## src/design/ltws_pkg.sv

```systemverilog
// ----------------------------------------------------------------------------
// ltws_pkg
// Shared types, codes and character-class lookup for the line tokenizer.
// ----------------------------------------------------------------------------
package ltws_pkg;

    typedef logic [2:0] mode_t;
    typedef logic [1:0] action_t;
    typedef logic [4:0] cls_t;

    localparam mode_t MODE_BETWEEN   = 3'd0;
    localparam mode_t MODE_TOKEN     = 3'd1;
    localparam mode_t MODE_STRING    = 3'd2;
    localparam mode_t MODE_STRING_BS = 3'd3;
    localparam mode_t MODE_COMMENT   = 3'd4;

    localparam action_t ACT_NONE   = 2'd0;
    localparam action_t ACT_BEGIN  = 2'd1;
    localparam action_t ACT_APPEND = 2'd2;

    localparam cls_t CL_SPACE    = 5'b00001;
    localparam cls_t CL_IDFIRST  = 5'b00010;
    localparam cls_t CL_IDREST   = 5'b00100;
    localparam cls_t CL_NUMFIRST = 5'b01000;
    localparam cls_t CL_OTHER    = 5'b10000;

    localparam logic [7:0] CH_HASH   = 8'h23;
    localparam logic [7:0] CH_QUOTE  = 8'h22;
    localparam logic [7:0] CH_LBRACK = 8'h5B;
    localparam logic [7:0] CH_RBRACK = 8'h5D;
    localparam logic [7:0] CH_BSLASH = 8'h5C;

    function automatic cls_t char_class(input logic [7:0] c);
        cls_t r;
        r = '0;
        if ((c >= 8'h61 && c <= 8'h7A) || (c >= 8'h41 && c <= 8'h5A))
        begin
            r = CL_IDFIRST | CL_IDREST;
        end
        else if (c >= 8'h30 && c <= 8'h39)
        begin
            r = CL_IDREST | CL_NUMFIRST;
        end
        else
        begin
            unique case (c)
                8'h5F, 8'h25, 8'h24:
                    r = CL_IDFIRST | CL_IDREST;
                8'h3A, 8'h2F, 8'h3C, 8'h3E, 8'h2C, 8'h40:
                    r = CL_IDREST;
                8'h2D, 8'h2E, 8'h2B:
                    r = CL_NUMFIRST;
                8'h20, 8'h09, 8'h0D, 8'h0A, 8'h0C, 8'h3D, 8'h00:
                    r = CL_SPACE;
                8'h23, 8'h5B, 8'h5D, 8'h22:
                    r = CL_OTHER;
                default:
                    r = '0;
            endcase
        end
        return r;
    endfunction

endpackage

```

## src/design/line_tokenizer_with_strings_unit.sv

```systemverilog
// ----------------------------------------------------------------------------
// line_tokenizer_with_strings_unit
// Byte-wise line tokenizer: marks token starts and continuations and judges
// each line at its last byte.
// ----------------------------------------------------------------------------
// Usage:
//   Input channel (in_valid / in_stall) carries one byte of a text line per
//   beat, text_byte plus line_last on the final byte of the line.
//   Output channel (out_valid / out_stall) returns one beat per input beat:
//   token_action (none / begin / append), and on the last byte line_done
//   with line_ok telling whether the line was accepted.
//   A beat accepted into the input register moves on to the result register
//   as soon as that register is free; out_valid is high from then until the
//   result is taken.
//   Throughput: one byte per cycle while the output does not stall; the input
//   register and the result register form a two-entry pipe, and the tokenizer
//   state (mode, list flag, failure flag) updates as a beat moves between them.
//   A stall on the output holds the result register; the input register
//   still takes one more beat, after which in_stall rises.
//   Reset empties both registers and puts the scan between tokens, outside
//   any list, with no failure recorded. Each line's last byte returns the
//   state to that same condition.
// ----------------------------------------------------------------------------
module line_tokenizer_with_strings_unit
    import ltws_pkg::*;
(
    input  logic       clk,
    input  logic       rst_n,
    input  logic       in_valid,
    output logic       in_stall,
    input  logic [7:0] text_byte,
    input  logic       line_last,
    output logic       out_valid,
    input  logic       out_stall,
    output logic [1:0] token_action,
    output logic       line_done,
    output logic       line_ok
);

    logic       a_valid_reg;
    logic [7:0] a_byte_reg;
    logic       a_last_reg;

    mode_t      mode_reg, mode_next;
    logic       list_reg, list_next;
    logic       failed_reg, failed_next;

    logic       b_valid_reg;
    action_t    b_action_reg;
    logic       b_done_reg;
    logic       b_ok_reg;

    action_t    action_next;
    logic       ok_next;
    cls_t       cls;
    logic       between;
    logic       b_free;
    logic       b_load;
    logic       a_load;

    assign b_free   = !b_valid_reg || !out_stall;
    assign b_load   = a_valid_reg && b_free;
    assign in_stall = a_valid_reg && !b_free;
    assign a_load   = in_valid && !in_stall;

    assign cls     = char_class(a_byte_reg);
    assign between = (mode_reg != MODE_TOKEN);

    always_comb
    begin
        mode_next   = mode_reg;
        list_next   = list_reg;
        failed_next = failed_reg;
        action_next = ACT_NONE;
        if (!failed_reg)
        begin
            priority case (mode_reg)
                MODE_COMMENT:
                begin
                    action_next = ACT_APPEND;
                end
                MODE_STRING:
                begin
                    action_next = ACT_APPEND;
                    if (a_byte_reg == CH_QUOTE)
                    begin
                        mode_next = MODE_BETWEEN;
                    end
                    else if (a_byte_reg == CH_BSLASH)
                    begin
                        mode_next = MODE_STRING_BS;
                    end
                end
                MODE_STRING_BS:
                begin
                    action_next = ACT_APPEND;
                    mode_next   = MODE_STRING;
                end
                default:
                begin
                    priority if (cls == '0)
                    begin
                        failed_next = 1'b1;
                    end
                    else if ((cls & CL_SPACE) != '0)
                    begin
                        mode_next = MODE_BETWEEN;
                    end
                    else if (between && ((cls & (CL_IDFIRST | CL_NUMFIRST)) == '0)
                             && ((cls & CL_IDREST) != '0))
                    begin
                        failed_next = 1'b1;
                    end
                    else if (a_byte_reg == CH_HASH)
                    begin
                        action_next = ACT_BEGIN;
                        mode_next   = MODE_COMMENT;
                    end
                    else if (a_byte_reg == CH_QUOTE)
                    begin
                        action_next = ACT_BEGIN;
                        mode_next   = MODE_STRING;
                    end
                    else if (a_byte_reg == CH_LBRACK)
                    begin
                        action_next = ACT_BEGIN;
                        failed_next = list_reg;
                        list_next   = 1'b1;
                        mode_next   = MODE_BETWEEN;
                    end
                    else if (a_byte_reg == CH_RBRACK)
                    begin
                        action_next = ACT_BEGIN;
                        failed_next = !list_reg;
                        list_next   = 1'b0;
                        mode_next   = MODE_BETWEEN;
                    end
                    else
                    begin
                        action_next = between ? ACT_BEGIN : ACT_APPEND;
                        mode_next   = MODE_TOKEN;
                    end
                end
            endcase
        end
        ok_next = !failed_next && !list_next && (mode_next != MODE_STRING)
                  && (mode_next != MODE_STRING_BS);
    end

    always_ff @(posedge clk or negedge rst_n)
    begin
        if (!rst_n)
        begin
            a_valid_reg <= 1'b0;
            b_valid_reg <= 1'b0;
            mode_reg    <= MODE_BETWEEN;
            list_reg    <= 1'b0;
            failed_reg  <= 1'b0;
        end
        else
        begin
            if (a_load)
            begin
                a_valid_reg <= 1'b1;
            end
            else if (b_load)
            begin
                a_valid_reg <= 1'b0;
            end
            if (b_load)
            begin
                b_valid_reg <= 1'b1;
            end
            else if (!out_stall)
            begin
                b_valid_reg <= 1'b0;
            end
            if (b_load)
            begin
                if (a_last_reg)
                begin
                    mode_reg   <= MODE_BETWEEN;
                    list_reg   <= 1'b0;
                    failed_reg <= 1'b0;
                end
                else
                begin
                    mode_reg   <= mode_next;
                    list_reg   <= list_next;
                    failed_reg <= failed_next;
                end
            end
        end
    end

    always_ff @(posedge clk)
    begin
        if (a_load)
        begin
            a_byte_reg <= text_byte;
            a_last_reg <= line_last;
        end
        if (b_load)
        begin
            b_action_reg <= action_next;
            b_done_reg   <= a_last_reg;
            b_ok_reg     <= a_last_reg && ok_next;
        end
    end

    assign out_valid    = b_valid_reg;
    assign token_action = b_action_reg;
    assign line_done    = b_done_reg;
    assign line_ok      = b_ok_reg;

    a_ok_needs_done: assert property (@(posedge clk) disable iff (!rst_n)
        out_valid && line_ok |-> line_done)
        else $error("line_ok without line_done");

    a_action_legal: assert property (@(posedge clk) disable iff (!rst_n)
        out_valid |-> (token_action == ACT_NONE || token_action == ACT_BEGIN
                       || token_action == ACT_APPEND))
        else $error("token_action out of range");

    a_state_clears: assert property (@(posedge clk) disable iff (!rst_n)
        b_load && a_last_reg |=> (mode_reg == MODE_BETWEEN) && !list_reg && !failed_reg)
        else $error("state not cleared after end of line");

    a_failed_quiet: assert property (@(posedge clk) disable iff (!rst_n)
        b_load && failed_reg |=> out_valid && (token_action == ACT_NONE) && !line_ok)
        else $error("failed line produced a token or an accept");

    a_stall_only_full: assert property (@(posedge clk) disable iff (!rst_n)
        in_stall |-> a_valid_reg && b_valid_reg && out_stall)
        else $error("input stalled with room in the pipe");

endmodule

```

## config.mk

```make
export PLATFORM = sky130hd
export DESIGN_NAME = line_tokenizer_with_strings_unit
export DESIGN_NICKNAME = d
export VERILOG_FILES = /design/src/design/ltws_pkg.sv /design/src/design/line_tokenizer_with_strings_unit.sv
export SDC_FILE = /design/constraint.sdc
export NUM_CORES = 1
export LEC_CHECK = 0
export BUFFER_PORTS_ARGS = -buffer_cell sky130_fd_sc_hd__buf_2
export CAP_MARGIN = 20
export CORE_MARGIN = 5
export CORE_UTILIZATION = 45
export CTS_CLUSTER_DIAMETER = 200
export DETAILED_ROUTE_END_ITERATION = 8
export PLACE_DENSITY_LB_ADDON = 0.1
export SLEW_MARGIN = 10
export SYNTH_ARGS = -nofsm -noshare
export SYNTH_HDL_FRONTEND = slang
export SYNTH_SLANG_ARGS = --single-unit
```

## constraint.sdc

```tcl
create_clock -name clk -period 2.6 [get_ports clk]
set_input_delay 0 -clock clk [delete_from_list [all_inputs] [get_ports clk]]
set_output_delay 0 -clock clk [all_outputs]
set_load 0.01 [all_outputs]
```

==> flow_summary.yaml <==
timing:
  fin_crit_ns: 2.38
  setup_viol: 0
  tightest_slew_ns: 0.399
  setup_slack_ns: 0.222
  hold_slack_ns: 0.0473
  rsz0062_at_grt: "false"
  skew_ns: 0.00696
  setup_tns_ns: 0
  fmax_mhz: 421
  maxSlewViolCount: 0
  maxSlewHeadroom_pct: 73.4
  hold_viol_final: 0
  min_period_over_period_pct: 91.4
floorplanning:
  die-area_sq_um: 3960
  core_area_sq_um: 2710
  initial_core_util_pct: 46.5
  fp.dieW_um: 62.9
  die_h_um: 62.9
  io_pins: 19
  rows: 19
worst_setup_path:
  critPathMaxStageDelay_ns: 0.57
  end_kind: "flip-flop"
  critical_path.startpoint_type: "flip-flop"
  crit_arrival_ns: 2.45
  cp_max_fo: 11
  cp_cell_sequence: "xor2_1 -> a221oi_1 -> nor3_1 -> a211o_1 -> nand4b_4 -> a21oi_2 -> o22ai_2 -> o211a_1"
  worst_path_max_delay_cell: "edfxtp_1"
  crit_buf_inv: 0
  path_delay_family: "compound AO/OA/AOI/OAI gates"
  worstPathRequired_ns: 2.67
  critPathKind: "reg2reg"
routing:
  dr.pass1.iters: 4
  routed-via-count: 1088
  ant_nets: 0
  wl_per_cell_um: 13.6
  drt_iter0_markers: 64
  drt-total-wl_um: 2590
  routed_via_density: 5.70
  drc: 0
synth:
  synth_seq_cells: 20
  synth.avg_cell_area_sq_um: 9.84
  syn-instance-count: 128
  synth.distinct_cells: 49
  synth-async-reset-ratio_pct: 35.0
  synthTopCellsByArea: "edfxtp_1 31%, dfrtp_1 14%, nand2_1 4.5%, nor2_1 3.9%, mux2i_1 2.4%"
  synthFlopType: "edfxtp_1"
  syn-cell-area_sq_um: 1260
  yosysSeqAreaShare_pct: 44.9
  ys_warn_count: 0
  netlist.top_cell.by_area: "edfxtp_1"
  synth_top_area_share_pct: 31.0
  syn_nets: 141
  synth_edf_count: 13
final_layout:
  diodes: 0
  final_layout_size_suffix_gt1_share_pct: 23.1
  final_common_cell: "buf_2"
  syn2layout_area_growth_pct: 21.8
  num-nets-final: 174
  largest_reg_flops: 8
  fillers: 248
  mostFrequentLayoutCells: "18 x buf_2, 15 x nand2_1, 13 x nor2_1, 13 x edfxtp_1, 13 x dlygate4sd3_1"
place:
  dpl_worst_slack_ns: 0.184
  port_buffers: 18
  dpl.hpwl_um: 1960
  gp_congestion: 0.839
clock_network:
  clk_path_buf_depth: 2
  path_clk_slew_ns: 0.11
  cts_root_buf: "clkbuf_4"
  clock_latency_ns: 0.30
  htreeDepth: 1
  numCtsBuffers: 3
  clkSinkCount: 20
  cts_tree: "done"
pwr:
  peakVddDrop_uv: 500
  p_leak_nw: 0.658
  p_per_area_nw_per_um2: 560
min_path:
  min-delay-path-class: "in2async"
grt:
  grt_usage_pct: 14.5
  grt_max_degree: 15
  grt_pass1_wl_um: 4670
  antenna_found_initial: 0
  grt_pass1_vias: 1047
  overflow: 0
status:
  run_status: "complete, no violations"
flow_run:
  max-cap-violations: 0
final timing paths:
kind	start	to	slack, ns	cells after the start
max in group asynchronous	rst_n	failed_reg$_DFFE_PN0P_	2.40	2
max	a_byte_reg[2]$_DFFE_PP_	line_ok$_DFFE_PP_	0.22	8
max reg2reg	a_byte_reg[2]$_DFFE_PP_	line_ok$_DFFE_PP_	0.22	8
min in group clk	text_byte[4]	a_byte_reg[4]$_DFFE_PP_	0.40	2
min	rst_n	mode_reg[1]$_DFFE_PN0P_	0.05	2
min reg2reg	a_valid_reg$_DFFE_PN0P_	out_valid$_DFFE_PN0P_	0.51	1
cell families (layout without fill, tap and decap cells):
| group | after synthesis | in the layout | share of synthesized area [%] |
|---|---|---|---|
| AOI/OAI and AO/OA | 34 | 34 | 21.0 |
| and+or+nand+nor | 59 | 59 | 26.1 |
| xor gates and xnor gates | 2 | 2 | 1.39 |
| DFF | 20 | 20 | 44.9 |
| buffers and inverters | 10 | 42 | 4.27 |
| muxes | 3 | 3 | 2.38 |
stage by stage:
stage	power, mW	instance area, sq um	std cells	util [%]
2_1_floorplan	0.620	1260	128	-
3_3_place_gp	0.672	1350	172	50.0
3_5_place_dp	0.674	1350	172	50.0
4_1_cts	0.867	1520	189	56.1
5_1_grt	0.921	1540	191	56.6
6_report	0.860	1540	191	56.6
timing repair:
action                     in CTS  in global routing
hold endpoints to repair       18                  0
buffers inserted                0                  2
resized for setup               0                  0
hold buffers                   13                  0
setup endpoints to repair       0                  1
report_power, final:
group	total [mW]	switching, mW	internal [mW]
logic	0.245	0.122	0.123
clock network	0.175	0.0896	0.0854
registers	0.440	0.0575	0.383
total	0.860	0.269	0.591
cell usage after synthesis (all sizes together) (2+ instances only):
library cell  instances
nor2                 14
edfxtp               13
o211a                 2
nor3                  4
nor2b                 4
and3b                 2
dfrtp                 7
inv                   5
nand2                15
a32oi                 2
a21oi                 7
nor3b                 2
nand2b                4
buf                   4
and3                  3
nand3                 5
o22ai                 2
o21ai                 8
mux2i                 3
routing by layer:
metal,vias up,global-route usage (%),wire length [um]
li1,535,-,-
met1,521,19.5,1240
met2,28,22.8,1220
met3,4,2.34,102
met4,0,6.37,38
met5,-,0,0
cell type report:
type	count	area (sq um)	share of cell area (%)
clock buffers	4	36.3	2.36
repair buffers	33	235	15.3
multi-input cells	98	641	41.7
flip-flops and latches	20	566	36.8
inverters	5	18.8	1.22
well taps	31	38.8	2.53
No activity file was read; power rests on OpenSTA's default activity.
